<file path="src/hdl/pwd_pkg.sv">
// Shared types and constants for the peer wire message deframer.
package pwd_pkg;

    // Result kinds
    typedef enum logic [1:0] {
        KIND_KEEPALIVE = 2'd0,
        KIND_HEADER    = 2'd1,
        KIND_PAYLOAD   = 2'd2,
        KIND_ERROR     = 2'd3
    } t_kind;

    // Error codes
    typedef enum logic [1:0] {
        ERR_NONE    = 2'd0,
        ERR_BAD_ID  = 2'd1,
        ERR_BAD_LEN = 2'd2
    } t_err;

    // Message ids
    localparam logic [3:0] ID_CHOKE          = 4'd0;
    localparam logic [3:0] ID_UNCHOKE        = 4'd1;
    localparam logic [3:0] ID_INTERESTED     = 4'd2;
    localparam logic [3:0] ID_NOT_INTERESTED = 4'd3;
    localparam logic [3:0] ID_HAVE           = 4'd4;
    localparam logic [3:0] ID_BITFIELD       = 4'd5;
    localparam logic [3:0] ID_REQUEST        = 4'd6;
    localparam logic [3:0] ID_PIECE          = 4'd7;
    localparam logic [3:0] ID_CANCEL         = 4'd8;

    // Payload length rules
    localparam logic [31:0] HAVE_LEN      = 32'd4;
    localparam logic [31:0] REQUEST_LEN   = 32'd12;
    localparam logic [31:0] PIECE_MIN_LEN = 32'd8;
    localparam logic [31:0] PIECE_MAX_LEN = 32'd16392;

    // One result item
    typedef struct packed {
        t_kind       kind;
        logic [3:0]  id;
        logic [15:0] plen;
        logic [7:0]  data;
        t_err        err;
        logic        last;
    } t_result;

endpackage

</file>
<file path="src/hdl/pwd_in_reg.sv">
// Input register stage for received bytes.
module pwd_in_reg
    import pwd_pkg::*;
(
    input  logic       i_clk,
    input  logic       i_rst_n,
    input  logic       i_s_tvalid,
    output logic       o_s_tready,
    input  logic [7:0] i_s_tdata,
    output logic       o_valid,
    output logic [7:0] o_byte,
    input  logic       i_take
);

    logic       r_valid;
    logic [7:0] r_byte;

    // Accept when empty or when the held item moves on this cycle
    assign o_s_tready = !r_valid || i_take;

    always_ff @(posedge i_clk) begin
        if (!i_rst_n) begin
            r_valid <= 1'b0;
        end else if (i_s_tvalid && o_s_tready) begin
            r_valid <= 1'b1;
        end else if (i_take) begin
            r_valid <= 1'b0;
        end
    end

    // Capture payload
    always_ff @(posedge i_clk) begin
        if (i_s_tvalid && o_s_tready) begin
            r_byte <= i_s_tdata;
        end
    end

    assign o_valid = r_valid;
    assign o_byte  = r_byte;

endmodule

</file>
<file path="src/hdl/pwd_parse.sv">
// Framing state and per-byte decode of the peer wire stream.
module pwd_parse
    import pwd_pkg::*;
#(
    parameter int MAX_PAYLOAD = 32768
) (
    input  logic       i_clk,
    input  logic       i_rst_n,
    input  logic       i_valid,
    input  logic [7:0] i_byte,
    input  logic       i_out_free,
    output logic       o_take,
    output logic       o_res_valid,
    output t_result    o_res
);

    localparam int LEN_W = $clog2(MAX_PAYLOAD + 1);

    typedef enum logic [3:0] {
        PH_PREFIX  = 4'b0001,
        PH_ID      = 4'b0010,
        PH_PAYLOAD = 4'b0100,
        PH_HALT    = 4'b1000
    } t_phase;

    t_phase           r_phase, n_phase;
    logic [1:0]       r_cnt, n_cnt;
    logic [31:0]      r_accum, n_accum;
    logic [3:0]       r_id, n_id;
    logic [LEN_W-1:0] r_left, n_left;
    logic [31:0]      plen;
    logic             left_last;

    // Payload length allowed for a given id
    function automatic logic length_fits(input logic [31:0] len, input logic [3:0] id);
        logic ok;
        case (id) inside
            ID_CHOKE, ID_UNCHOKE, ID_INTERESTED, ID_NOT_INTERESTED: ok = (len == 32'd0);
            ID_HAVE:                ok = (len == HAVE_LEN);
            ID_REQUEST, ID_CANCEL:  ok = (len == REQUEST_LEN);
            ID_PIECE:               ok = (len >= PIECE_MIN_LEN) && (len <= PIECE_MAX_LEN);
            ID_BITFIELD:            ok = 1'b1;
            default:                ok = 1'b0;
        endcase
        return ok;
    endfunction

    assign plen      = r_accum - 32'd1;
    assign left_last = (r_left <= LEN_W'(1));

    // Decode one byte against the current phase
    always_comb begin
        n_phase     = r_phase;
        n_cnt       = r_cnt;
        n_accum     = r_accum;
        n_id        = r_id;
        n_left      = r_left;
        o_res_valid = 1'b0;
        o_res       = '{kind: KIND_KEEPALIVE, id: 4'd0, plen: 16'd0, data: 8'd0,
                        err: ERR_NONE, last: 1'b1};
        unique case (r_phase)
            PH_PREFIX: begin
                n_accum = {r_accum[23:0], i_byte};
                if (r_cnt == 2'd3) begin
                    n_cnt = 2'd0;
                    if (n_accum == 32'd0) begin
                        o_res_valid = 1'b1;
                    end else begin
                        n_phase = PH_ID;
                    end
                end else begin
                    n_cnt = r_cnt + 2'd1;
                end
            end
            PH_ID: begin
                o_res_valid = 1'b1;
                if (i_byte > {4'd0, ID_CANCEL}) begin
                    n_phase   = PH_HALT;
                    o_res.kind = KIND_ERROR;
                    o_res.err  = ERR_BAD_ID;
                end else if (plen > 32'(MAX_PAYLOAD) || !length_fits(plen, i_byte[3:0])) begin
                    n_phase    = PH_HALT;
                    o_res.kind = KIND_ERROR;
                    o_res.err  = ERR_BAD_LEN;
                    o_res.id   = i_byte[3:0];
                end else begin
                    n_id       = i_byte[3:0];
                    n_accum    = 32'd0;
                    o_res.kind = KIND_HEADER;
                    o_res.id   = i_byte[3:0];
                    if (plen == 32'd0) begin
                        n_phase = PH_PREFIX;
                    end else begin
                        n_left     = plen[LEN_W-1:0];
                        n_phase    = PH_PAYLOAD;
                        o_res.plen = plen[15:0];
                        o_res.last = 1'b0;
                    end
                end
            end
            PH_PAYLOAD: begin
                o_res_valid = 1'b1;
                o_res.kind  = KIND_PAYLOAD;
                o_res.id    = r_id;
                o_res.data  = i_byte;
                o_res.last  = left_last;
                if (left_last) begin
                    n_left  = '0;
                    n_phase = PH_PREFIX;
                end else begin
                    n_left = r_left - LEN_W'(1);
                end
            end
            PH_HALT: begin
                // drop every byte until reset
            end
            default: begin
                n_phase = PH_HALT;
            end
        endcase
    end

    // Consume the held byte when its result, if any, has a place to go
    assign o_take = i_valid && (!o_res_valid || i_out_free);

    always_ff @(posedge i_clk) begin
        if (!i_rst_n) begin
            r_phase <= PH_PREFIX;
            r_cnt   <= 2'd0;
            r_accum <= 32'd0;
            r_id    <= 4'd0;
            r_left  <= '0;
        end else if (o_take) begin
            r_phase <= n_phase;
            r_cnt   <= n_cnt;
            r_accum <= n_accum;
            r_id    <= n_id;
            r_left  <= n_left;
        end
    end

    // Halt is terminal until reset
    a_halt_sticky: assert property (@(posedge i_clk) disable iff (!i_rst_n)
        r_phase == PH_HALT |=> r_phase == PH_HALT)
        else $error("deframer left halt without reset");

    // No result is produced while halted
    a_halt_silent: assert property (@(posedge i_clk) disable iff (!i_rst_n)
        r_phase == PH_HALT |-> !o_res_valid)
        else $error("result produced while halted");

    // Final payload byte returns to prefix gathering
    a_payload_end: assert property (@(posedge i_clk) disable iff (!i_rst_n)
        (o_take && r_phase == PH_PAYLOAD && left_last) |=> r_phase == PH_PREFIX)
        else $error("payload end did not return to prefix phase");

    // Prefix counter only runs in the prefix phase
    a_cnt_phase: assert property (@(posedge i_clk) disable iff (!i_rst_n)
        r_cnt != 2'd0 |-> r_phase == PH_PREFIX)
        else $error("prefix count set outside prefix phase");

endmodule

</file>
<file path="src/hdl/pwd_out_reg.sv">
// Result register driving the output stream.
module pwd_out_reg
    import pwd_pkg::*;
(
    input  logic    i_clk,
    input  logic    i_rst_n,
    input  logic    i_load,
    input  t_result i_res,
    output logic    o_free,
    output logic    o_m_tvalid,
    input  logic    i_m_tready,
    output t_result o_res
);

    logic    r_valid;
    t_result r_res;

    // Room for a new result when empty or draining this cycle
    assign o_free = !r_valid || i_m_tready;

    always_ff @(posedge i_clk) begin
        if (!i_rst_n) begin
            r_valid <= 1'b0;
        end else if (i_load) begin
            r_valid <= 1'b1;
        end else if (i_m_tready) begin
            r_valid <= 1'b0;
        end
    end

    // Hold result payload
    always_ff @(posedge i_clk) begin
        if (i_load) begin
            r_res <= i_res;
        end
    end

    assign o_m_tvalid = r_valid;
    assign o_res      = r_res;

endmodule

</file>
<file path="src/hdl/peer_wire_message_deframer.sv">
// Top level of the peer wire message deframer.
//
//  channel   dir  handshake                        payload
//  s_axis    in   i_s_axis_tvalid/o_s_axis_tready  tdata[7:0] rx_byte
//  m_axis    out  o_m_axis_tvalid/i_m_axis_tready  tdata, tuser msg_kind, tlast last
//
// One byte per cycle while the output is not stalled; an accepted byte passes the
// input register, then is decoded into the result register.
// Reset is synchronous, active low, and clears framing state and both valids;
// a halted block returns to prefix gathering only through reset.
// A stalled output holds its result; the input register still takes a byte
// whenever it is empty, and bytes that produce no result pass without waiting.
module peer_wire_message_deframer
    import pwd_pkg::*;
#(
    parameter int MAX_PAYLOAD = 32768
) (
    input  logic        i_clk,
    input  logic        i_rst_n,
    input  logic        i_s_axis_tvalid,
    output logic        o_s_axis_tready,
    input  logic [7:0]  i_s_axis_tdata,   // [7:0] rx_byte
    output logic        o_m_axis_tvalid,
    input  logic        i_m_axis_tready,
    // [3:0] msg_id, [19:4] body_len, [27:20] data_byte, [29:28] error_code,
    // [31:30] zero
    output logic [31:0] o_m_axis_tdata,
    output logic [1:0]  o_m_axis_tuser,   // [1:0] msg_kind
    output logic        o_m_axis_tlast
);

    logic       in_valid;
    logic [7:0] in_byte;
    logic       take;
    logic       out_free;
    logic       res_valid;
    t_result    res;
    t_result    out_res;

    pwd_in_reg u_in_reg (
        .i_clk      (i_clk),
        .i_rst_n    (i_rst_n),
        .i_s_tvalid (i_s_axis_tvalid),
        .o_s_tready (o_s_axis_tready),
        .i_s_tdata  (i_s_axis_tdata),
        .o_valid    (in_valid),
        .o_byte     (in_byte),
        .i_take     (take)
    );

    pwd_parse #(
        .MAX_PAYLOAD (MAX_PAYLOAD)
    ) u_parse (
        .i_clk       (i_clk),
        .i_rst_n     (i_rst_n),
        .i_valid     (in_valid),
        .i_byte      (in_byte),
        .i_out_free  (out_free),
        .o_take      (take),
        .o_res_valid (res_valid),
        .o_res       (res)
    );

    pwd_out_reg u_out_reg (
        .i_clk      (i_clk),
        .i_rst_n    (i_rst_n),
        .i_load     (take && res_valid),
        .i_res      (res),
        .o_free     (out_free),
        .o_m_tvalid (o_m_axis_tvalid),
        .i_m_tready (i_m_axis_tready),
        .o_res      (out_res)
    );

    // Pack result fields onto the stream
    assign o_m_axis_tdata = {2'b00, out_res.err, out_res.data, out_res.plen, out_res.id};
    assign o_m_axis_tuser = out_res.kind;
    assign o_m_axis_tlast = out_res.last;

endmodule

</file>
<file path="config.mk">
export PLATFORM = sky130hd
export DESIGN_NAME = peer_wire_message_deframer
export DESIGN_NICKNAME = d
export VERILOG_FILES = /design/src/hdl/pwd_pkg.sv /design/src/hdl/pwd_in_reg.sv /design/src/hdl/pwd_parse.sv /design/src/hdl/pwd_out_reg.sv /design/src/hdl/peer_wire_message_deframer.sv
export SDC_FILE = /design/constraint.sdc
export NUM_CORES = 1
export LEC_CHECK = 0
export BUFFER_PORTS_ARGS = -buffer_cell sky130_fd_sc_hd__buf_2
export CORE_MARGIN = 1
export CORE_UTILIZATION = 38
export DETAILED_ROUTE_END_ITERATION = 8
export SYNTH_ARGS = -nofsm -noshare
export SYNTH_HDL_FRONTEND = slang
export SYNTH_SLANG_ARGS = --single-unit
</file>
<file path="constraint.sdc">
create_clock -name i_clk -period 3.9 [get_ports i_clk]
set_input_delay 0.39 -clock i_clk [delete_from_list [all_inputs] [get_ports i_clk]]
set_output_delay 0.39 -clock i_clk [all_outputs]
set_load 0.005 [all_outputs]
</file>
; Word-level counts from Yosys, hierarchy flattened
; Cells that the tools add are included.
[word_totals]
inputBits = 12
output_inout_bits = 37
regBits = 101
wordCells = 119
[classes]
eq_ne = 21
n_mux = 42
bitwise = 4
reduce_logical = 29
add_sub_neg = 3
magnitude_cmp = 5
[op_table]
columns = operator, n
row1 = 16-bit 2-to-1 mux, 6
row2 = 32-bit zero test, 2
row3 = 32-bit 2-to-1 mux, 2
row4 = 32-bit one-hot mux with 2 select lines, 1
row5 = "32-bit by 3-bit equality test with 1-bit output, second input constant", 1
row6 = "32-bit by 4-bit equality test with 1-bit output, second input constant", 1
row7 = "32-bit by 4-bit >= comparator with 1-bit output, second input constant", 1
row8 = "32-bit by 16-bit greater-than comparator with 1-bit output, second input constant", 1
row9 = "32-bit by 15-bit less-or-equal comparator with 1-bit output, second input constant", 1
row10 = 16-bit one-hot mux with 2 select lines, 1
row11 = "32-bit by 1-bit subtractor with 32-bit output, second input constant", 1
row12 = "4-bit by 3-bit equality test with 1-bit output, second input constant", 5
row13 = 20-bit 2-to-1 mux, 1
row14 = 4-bit 2-to-1 mux, 5
row15 = 1-bit 2-to-1 mux, 17
row16 = "16-bit by 1-bit less-or-equal comparator with 1-bit output, second input constant", 1
row17 = 4-bit one-hot mux with 4 select lines, 1
row18 = "16-bit by 1-bit subtractor with 16-bit output, second input constant", 1
row19 = "4-bit by 2-bit equality test with 1-bit output, second input constant", 3
row20 = 6-bit one-hot mux with 2 select lines, 1
row21 = 5-bit AND reduction, 2
row22 = "4-bit by 1-bit equality test with 1-bit output, second input constant", 2
row23 = "4-bit equality test, second input constant", 2
row24 = "8-bit by 4-bit greater-than comparator with 1-bit output, second input constant", 1
row25 = 18 further kinds, 44

; Depth between registers and ports, before layout
; Gate-level depths: netlist of run 1.
[depth]
ltp_word = 14
depth_mapped = 15
mapped_depth_nobuf = 11

; By module
; From an unflattened synthesis of run 1, not the netlist that was laid out.
[hier_totals]
hier_cells = 513
area_unflattened_um2 = 5026.1
[modules_own_cells]
columns = module, area_each_um2, seq_area_each_um2, cells_per_inst, instances
row1 = pwd_parse, 3663.5, 1161.1, 459, 1
row2 = pwd_out_reg, 1039.7, 1011.0, 37, 1
row3 = pwd_in_reg, 297.8, 260.2, 13, 1
row4 = peer_wire_message_deframer, 25.0, 0.0, 4, 1

; Worst setup path before layout of run 1
; No wires, ideal clock.
[synth_path]
kind = register to register
from = reg u_parse.r_accum[0]
to = reg u_parse.r_accum[3]
required_ps = 3840
setup_time_ps = 60
n_path_buf = 2
synth_period_minus_slack_ps = 3305
arrival_ps = 3245
setup_slack_ps = 595
stages_incl_launch_ff = 14
path_cell_list = dfxtp_1 buf_6 inv_1 ha_1 nor3b_1 nand4_1 xor2_1 mux2_2 and4_1 o31ai_4 nand2_1 o311ai_2 buf_2 a22o_1
[synth_between]
elab_chain_len = 13
word_cells_on_any_way = 25
classes_between = 1 x add/sub / 3 x order compare / 3 x eq/ne / 9 x mux / 9 x reduce/logical
[synth_rtl]
columns = element, line
row1 = start: declaration, pwd_parse.sv:28  ; logic [31:0] r_accum, n_accum;
row2 = start signal: assignment, pwd_parse.sv:136  ; r_accum <= n_accum;
row3 = 32-bit by 1-bit subtractor with 32-bit output *, pwd_parse.sv:48  ; assign plen = r_accum - 32'd1;
row4 = via u_parse.plen[0], pwd_parse.sv:31  ; logic [31:0] plen;
row5 = 32-bit by 4-bit >= comparator with 1-bit output / 32-bit by 15-bit less-or-equal comparator with 1-bit output (equally long branches), pwd_parse.sv:41  ; ID_PIECE: ok = (len >= PIECE_MIN_LEN) && (len <= PIECE_MAX_LEN);
row6 = 1-bit logical AND, pwd_parse.sv:41
row7 = 1-bit 2-to-1 mux (4 in series), pwd_parse.sv:37  ; case (id) inside
row8 = 1-bit 2-to-1 mux, pwd_parse.sv:77  ; if (i_byte > {4'd0, ID_CANCEL}) begin
row9 = 1-bit 2-to-1 mux, pwd_parse.sv:61  ; unique case (r_phase)
row10 = 1-bit zero test, pwd_parse.sv:81  ; end else if (plen > 32'(MAX_PAYLOAD) || !length_fits(plen, i_byte[3:0])) begin
row11 = 1-bit logical OR *, pwd_parse.sv:81
row12 = 2-bit != test (no line) *, -
row13 = 4-bit AND reduction (no line) *, -
; Mark *: on every way through the listed nets, which the timed path passes. The rest lies on a longest branch. The select of a mux whose other input is x is not followed.
; A chain may end at the register's enable or synchronous reset.

; Worst setup path in the final report of run 1
[layout_path]
from = reg u_parse.r_accum[0]
to = reg u_parse.r_left[11]
[layout_between]
elab_chain_len = 13
word_cells_on_any_way = 30
classes_between = 1 x add/sub / 3 x order compare / 4 x eq/ne / 13 x mux / 9 x reduce/logical
[layout_rtl]
columns = element, line
row1 = 32-bit by 1-bit subtractor with 32-bit output *, pwd_parse.sv:48
row2 = via u_parse.plen[0], pwd_parse.sv:31
row3 = 32-bit by 4-bit >= comparator with 1-bit output / 32-bit by 15-bit less-or-equal comparator with 1-bit output (equally long branches), pwd_parse.sv:41
row4 = 1-bit logical AND, pwd_parse.sv:41
row5 = 1-bit 2-to-1 mux (4 in series), pwd_parse.sv:37
row6 = 1-bit 2-to-1 mux, pwd_parse.sv:77
row7 = 1-bit 2-to-1 mux, pwd_parse.sv:61
row8 = 1-bit zero test, pwd_parse.sv:81
row9 = 1-bit logical OR, pwd_parse.sv:81
row10 = 2-bit != test (no line), -
row11 = 5-bit AND reduction (no line) *, -
row12 = end signal: assignment, pwd_parse.sv:138  ; r_left <= n_left;
row13 = end: declaration, pwd_parse.sv:30  ; logic [LEN_W-1:0] r_left, n_left;
; Marks and branches as above.

==> impl_metrics.ini, run 1 <==
[sta]
timing.clock.skew_ns = 0.00608
rsz0062_at_grt = false
maxSlewViolCount = 0
relSlewSlack = 0.379
finalCritPeriodShare = 0.936
tightest_slew_ns = 0.918
clock.fmax_mhz = 274
layout_min_cycle_time_ns = 3.65
finalSetupViolCount = 0
final-hold-violation-count = 0
timing.setup.tns_ns = 0

[critical_path]
worstPathMaxFanout = 12
timing.critical_path.required_ns = 4.12
worstSetupStartpointType = register
worstPathArrival_ns = 3.87
timing.critical_path.to_type = register
crit_type = reg2reg
worst_r2r_path_depth = 12

[detailed_routing]
drt_pass1_iterations = 5
totalWireLength_um = 12700
via_per_inst = 5.69
routed-wl-met3_um = 712
routed_wire_length_per_instance_um = 17.3
detail_route.wirelength.met1_um = 6110
drc = 0
routed-via-count = 4168
initialDrtViolationCount = 462
route.antenna.remaining_nets = 0
highest-signal-layer = met4
wl_met2_um = 5570

[synth]
post_synthesis_instance_area_um2 = 5090
postSynthCellCount = 517
post-synth-top-area-cell = sky130_fd_sc_hd__edfxtp_1
synth_enable_flop_cells = 41
synth.distinct_cells = 65
syn-mean-instance-area_um2 = 9.85
synthArstFlopShare = 0
synth-seq-area-share = 0.478
synth_largest_type_area_fraction = 0.242
yosys_register_bits = 101
synth-warning-count = 0
ys.flop_type = sky130_fd_sc_hd__dfxtp_1
netlist_top_cells_area = sky130_fd_sc_hd__edfxtp_1, sky130_fd_sc_hd__dfxtp_1, sky130_fd_sc_hd__a22o_1, sky130_fd_sc_hd__nor2_1, sky130_fd_sc_hd__nand2_1

[floorplan]
row_count = 41
die_width_um = 118
initial_core_util = 0.397
floorplan.die_area_um2 = 13900
ioPinCount = 49
floorplan.core_area_um2 = 12800
die_h_um = 118

[clock_network]
cts.repair_timing.setup_buffer_count = 0
tritoncts.num_buffers = 9
clock_sinks = 101
cts.reportedPaths.clkPinSlew_ns = 0.07
clk-insertion-delay-late_ns = 0.35
cts.root.buffer_cell = sky130_fd_sc_hd__clkbuf_16
clock_tree.buffer_depth = 2
cts.htree.levels = 3
tritoncts_clock_tree = yes

[final_layout]
layout-drive-gt1-share = 0.180
top_library_cells_by_usage_in_the_layout_fill_and_taps_aside = sky130_fd_sc_hd__dfxtp_1, sky130_fd_sc_hd__buf_2, sky130_fd_sc_hd__nor2_1
fin_nets = 574
final_common_cell = sky130_fd_sc_hd__dfxtp_1
area_delta_synth_final_pct = 15.0
layout.cells.non_filler = 733
antennaDiodeCount = 0

[placed_design]
io_buffers = 46
hpwl_um = 9020
place.gp.congestion = 0.866
placed_cells_incl_taps = 717

[grt]
grt_antenna_before_repair = 0
grt_first_pass_wirelength_um = 21200
grt.total_usage = 0.192
gr-total-overflow = 0
maximum_number_of_pins_on_one_net_before_global_route_repair = 34
via_count_of_the_first_global_routing_pass = 3965

[power_and_ir_drop]
max-vdd-ir-drop_mv = 0.219
p_leak_nw = 2.40
powerDensity_nw_per_um2 = 427

[min_path]
worstHoldPathType = in2reg
holdPathStages = 1

[outcome]
run_status = finished clean

[flow_run]
max_cap_viols = 0
==> routing by layer <==
layer | GRT usage | up-vias
met1 | 0.274 | 1972
met4 | 0.0753 | 0
met5 | 0 | -
met2 | 0.285 | 161
met3 | 0.0344 | 19
li1 | - | 2016
==> logic make-up after synthesis <==
logic type / after synthesis / synth area share
simple gates: 208 / 0.214
compound gates: 117 / 0.186
flops: 101 / 0.478
buf+inv: 51 / 0.0474
xor+xnor: 24 / 0.0413
mux: 9 / 0.0182
fa+ha+maj: 6 / 0.0147
other cells: 1 / 0.000737
==> cell type report <==
cell class | count | area (um2)
Clock inverter | 7 | 97.6
Fill cell | 1226 | 6970
Inverter | 12 | 45.0
Multi-Input combinational cell | 366 | 2450
Tap cell | 172 | 215
Clock buffer | 9 | 225
Sequential cell | 101 | 2430
Timing Repair Buffer | 66 | 393
==> cells in the mapped netlist (all sizes together), types with 2 or more instances <==
library cell  number
nand2             38
a32o               2
nor2              48
o21ai             11
nor4              15
or3                4
nand2b             3
and2              11
dfxtp             60
or4                7
mux2i              7
edfxtp            41
nor3b              4
xor2               9
xnor2             15
nand3             26
o211ai             7
o211a              7
nor3              22
o221ai             6
o22ai              4
nor2b              5
nand4              7
and3               4
mux2               2
o31ai              5
or2                3
a22o              36
a21oi             15
clkbuf            28
a21o               2
nor4b              3
buf               11
a211oi             2
o32ai              5
o311ai             3
nand3b             4
ha                 6
inv               12
o2111ai            2
==> path summary, 6_finish.rpt <==
path | from | end | slack, ns
hold / removal | i_s_axis_tdata[0] | u_in_reg.o_byte[0] | 0.21
setup / recovery | u_parse.r_accum[0] | u_parse.r_left[11] | 0.25
hold reg to reg | u_parse.r_cnt[1] | u_parse.r_cnt[1] | 0.46
setup reg to reg | u_parse.r_accum[0] | u_parse.r_left[11] | 0.25
==> worst max-delay path, stage by stage (launching register included) <==
cell and delay, ns:
sky130_fd_sc_hd__dfxtp_1 0.42, sky130_fd_sc_hd__inv_1 0.15, sky130_fd_sc_hd__ha_1 0.29, sky130_fd_sc_hd__or3b_2 0.61, sky130_fd_sc_hd__nor2_2 0.23, sky130_fd_sc_hd__nand4_1 0.12, sky130_fd_sc_hd__o311ai_0 0.17, sky130_fd_sc_hd__o2111ai_2 0.29
sky130_fd_sc_hd__a211o_1 0.40, sky130_fd_sc_hd__o31ai_4 0.28, sky130_fd_sc_hd__buf_4 0.24, sky130_fd_sc_hd__mux2i_1 0.22, sky130_fd_sc_hd__o21ai_0 0.09
==> registers in the layout, summed over array words and instances (netlist names) <==
register and flops:
u_in_reg.o_byte 8, u_parse.r_cnt 2, u_parse.r_phase 4, u_out_reg.o_m_tvalid 1
u_out_reg.o_res 33, u_parse.r_accum 32, u_in_reg.o_valid 1, u_parse.r_id 4
u_parse.r_left 16
==> power by group <==
part	internal, W	switching [W]	leakage (nW)
clock	0.000564	0.000400	0.152
combinational	0.000151	0.000244	1.34
sequential	0.00111	0.0000310	0.903
total	0.00182	0.000676	2.40
==> stage by stage <==
step | util | area (um2) | total power, W | setup WS [ns] | hold slack, ns
floorplan | - | 5090 | 0.00142 | 0.595 | 0.435
global placement | 0.431 | 5530 | 0.00154 | 0.235 | 0.446
detailed placement | 0.431 | 5530 | 0.00155 | 0.165 | 0.456
CTS | 0.456 | 5850 | 0.00251 | 0.158 | 0.199
global route | 0.457 | 5860 | 0.00260 | 0.00156 | 0.193
finish | 0.457 | 5860 | 0.00250 | 0.251 | 0.210
==> what timing repair did <==
action | CTS | global route
setup endpoints to repair | 0 | 15
gates resized for setup | 0 | 2
endpoints found under the hold margin | 0 | 0
hold buffers | 0 | 0
No activity file was read; power rests on OpenSTA's default activity.
==> run 2: changes to the inputs <==
--- a/config.mk
+++ b/config.mk
@@ -9,6 +9,7 @@
 export CORE_MARGIN = 1
 export CORE_UTILIZATION = 38
 export DETAILED_ROUTE_END_ITERATION = 8
+export RECOVER_POWER = 50
 export SYNTH_ARGS = -nofsm -noshare
 export SYNTH_HDL_FRONTEND = slang
 export SYNTH_SLANG_ARGS = --single-unit
==> run 2 against run 1 <==
Clock skew increased by 0.0011 ns. Worst hold slack about the same. Highest routed layer unchanged. First-iteration DRC count decreased by 3.2%. Sequential power about the same. Via count decreased by 0.60%. Fmax increased by 0.25%. Sequential share of layout area increased by 0.16 points. Clock power about the same. Core utilization decreased by 0.18 points. Die area unchanged. Worst setup slack improved by 0.0090 ns.
==> impl_metrics.ini, run 2 (synthesis gave the netlist of run 1 again) <==
[clock_network]
cts.repair_timing.setup_buffer_count = 0
cts.reportedPaths.clkPinSlew_ns = 0.07
clock_sinks = 101
cts.hold.buffers_added = 0
cts.htree.levels = 3
cts.root.buffer_cell = sky130_fd_sc_hd__clkbuf_16
tritoncts.num_buffers = 9
clk-insertion-delay-late_ns = 0.35
clock_tree.buffer_depth = 2
post_cts_resize_count = 0
tritoncts_clock_tree = yes

[final_layout]
fin_nets = 574
antennaDiodeCount = 0
multi_input_area_um2 = 2440
layout-drive-gt1-share = 0.162
area.sequential_um2 = 2430
filler_cell_count = 1229
top_library_cells_by_usage_in_the_layout_fill_and_taps_aside = sky130_fd_sc_hd__dfxtp_1, sky130_fd_sc_hd__nor2_1, sky130_fd_sc_hd__edfxtp_1
final_common_cell = sky130_fd_sc_hd__dfxtp_1
area_delta_synth_final_pct = 14.6
flip_flop_count_of_the_largest_register_all_copies_and_words_added = 33
final_cell_area_um2 = 5830

[floorplan]
floorplan.die_area_um2 = 13900
row_count = 41
floorplan.core_area_um2 = 12800
die_h_um = 118
ioPinCount = 49
initial_core_util = 0.397
die_width_um = 118

[critical_path]
worstPathMaxFanout = 12
worstPathArrival_ns = 3.86
timing.critical_path.buf_inv = 2
timing.critical_path.max_delay_family = compound AO/OA/AOI/OAI gates
crit_type = reg2reg
timing.critical_path.to_type = register
cpMaxStageDelayCell = sky130_fd_sc_hd__or3b_2
critical_path.cell_chain = inv_1, ha_1, or3b_2, nor2_1, a32o_1, nand4_1, o31ai_1, o31ai_4, o31ai_4, buf_4, mux2i_1, o21ai_0
timing.critical_path.required_ns = 4.12
worstSetupStartpointType = register
critical_path.max_stage_delay_ns = 0.61
crit_path_frequent_cell = sky130_fd_sc_hd__o31ai_4

[detailed_routing]
drc = 0
drt_pass1_iterations = 5
via_per_inst = 5.65
routed-via-count = 4143
totalWireLength_um = 12700
initialDrtViolationCount = 447
routed_wire_length_per_instance_um = 17.3
route.antenna.remaining_nets = 0

[grt]
grt_first_pass_wirelength_um = 21200
grt.total_usage = 0.192
via_count_of_the_first_global_routing_pass = 3965
maximum_number_of_pins_on_one_net_before_global_route_repair = 34
gr-total-overflow = 0
grt_antenna_before_repair = 0

[sta]
maxSlewViolCount = 0
relSlewSlack = 0.378
finalCritPeriodShare = 0.933
clock.fmax_mhz = 275
layout_min_cycle_time_ns = 3.64
finalSetupViolCount = 0
tightest_slew_ns = 0.920
rsz0062_at_grt = false
timing.clock.skew_ns = 0.00716
timing.setup.tns_ns = 0
final-hold-violation-count = 0

[outcome]
run_status = finished clean

[placed_design]
io_buffers = 46
hpwl_um = 9020
detailed_place.area_um2 = 5530
place.gp.congestion = 0.866

[power_and_ir_drop]
p_leak_nw = 2.36
fin_total_pwr_w = 0.00250
powerDensity_nw_per_um2 = 428
max-vdd-ir-drop_mv = 0.219

[flow_run]
max_cap_viols = 0

[min_path]
worstHoldPathType = in2reg
-- run 2: cell types whose count changed in the layout (fill, tap and decap cells not counted), sizes merged --
cell    change
clkbuf     +10
buf        -10
-- run 2: worst register-to-register path, stage by stage, from the launching register on --
cell and delay (ns):
sky130_fd_sc_hd__dfxtp_1 0.42, sky130_fd_sc_hd__inv_1 0.15, sky130_fd_sc_hd__ha_1 0.28, sky130_fd_sc_hd__or3b_2 0.61, sky130_fd_sc_hd__nor2_1 0.13, sky130_fd_sc_hd__a32o_1 0.23
sky130_fd_sc_hd__nand4_1 0.20, sky130_fd_sc_hd__o31ai_1 0.44, sky130_fd_sc_hd__o31ai_4 0.17, sky130_fd_sc_hd__o31ai_4 0.31, sky130_fd_sc_hd__buf_4 0.24, sky130_fd_sc_hd__mux2i_1 0.23
sky130_fd_sc_hd__o21ai_0 0.09
-- run 2: routing by layer --
layer  GRT usage  vias to the layer above  part of all wire  wire, um
met2       0.285                      146              0.44      5590
met3      0.0344                       17             0.052       654
li1            -                     2014                 -         -
met1       0.274                     1966              0.49      6150
met4      0.0753                        0             0.022       282
met5           0                        -                 0         0
-- run 2: layout make-up --
type,instances,share of cell area
Clock buffer,9,0.0386
Inverter,12,0.00772
Timing Repair Buffer,66,0.0646
Clock inverter,7,0.0167
Multi-Input combinational cell,366,0.419
Sequential cell,101,0.417
Tap cell,172,0.0369
-- run 2: worst paths after layout --
check,from,end,slack (ns),cells after the start
max reg2reg,u_parse.r_accum[0],u_parse.r_left[11],0.26,12
min reg2reg,u_parse.r_cnt[1],u_parse.r_cnt[1],0.46,2
max,u_parse.r_accum[0],u_parse.r_left[11],0.26,12
min,i_s_axis_tdata[0],u_in_reg.o_byte[0],0.21,1
-- run 2: metrics by stage --
| step | hold slack (ns) | std cells | util | worst slack, ns |
|---|---|---|---|---|
| 2_1_floorplan | 0.435 | 518 | - | 0.595 |
| 3_3_place_gp | 0.446 | 717 | 0.431 | 0.235 |
| 3_5_place_dp | 0.456 | 717 | 0.431 | 0.165 |
| 4_1_cts | 0.199 | 733 | 0.456 | 0.158 |
| 5_1_grt | 0.193 | 733 | 0.455 | 0.00156 |
| 6_report | 0.210 | 733 | 0.455 | 0.260 |
-- run 2: report_power, final --
group / internal [W] / switching (W)
Combinational: 0.000149 / 0.000243
Sequential: 0.00111 / 0.0000308
Clock: 0.000564 / 0.000400
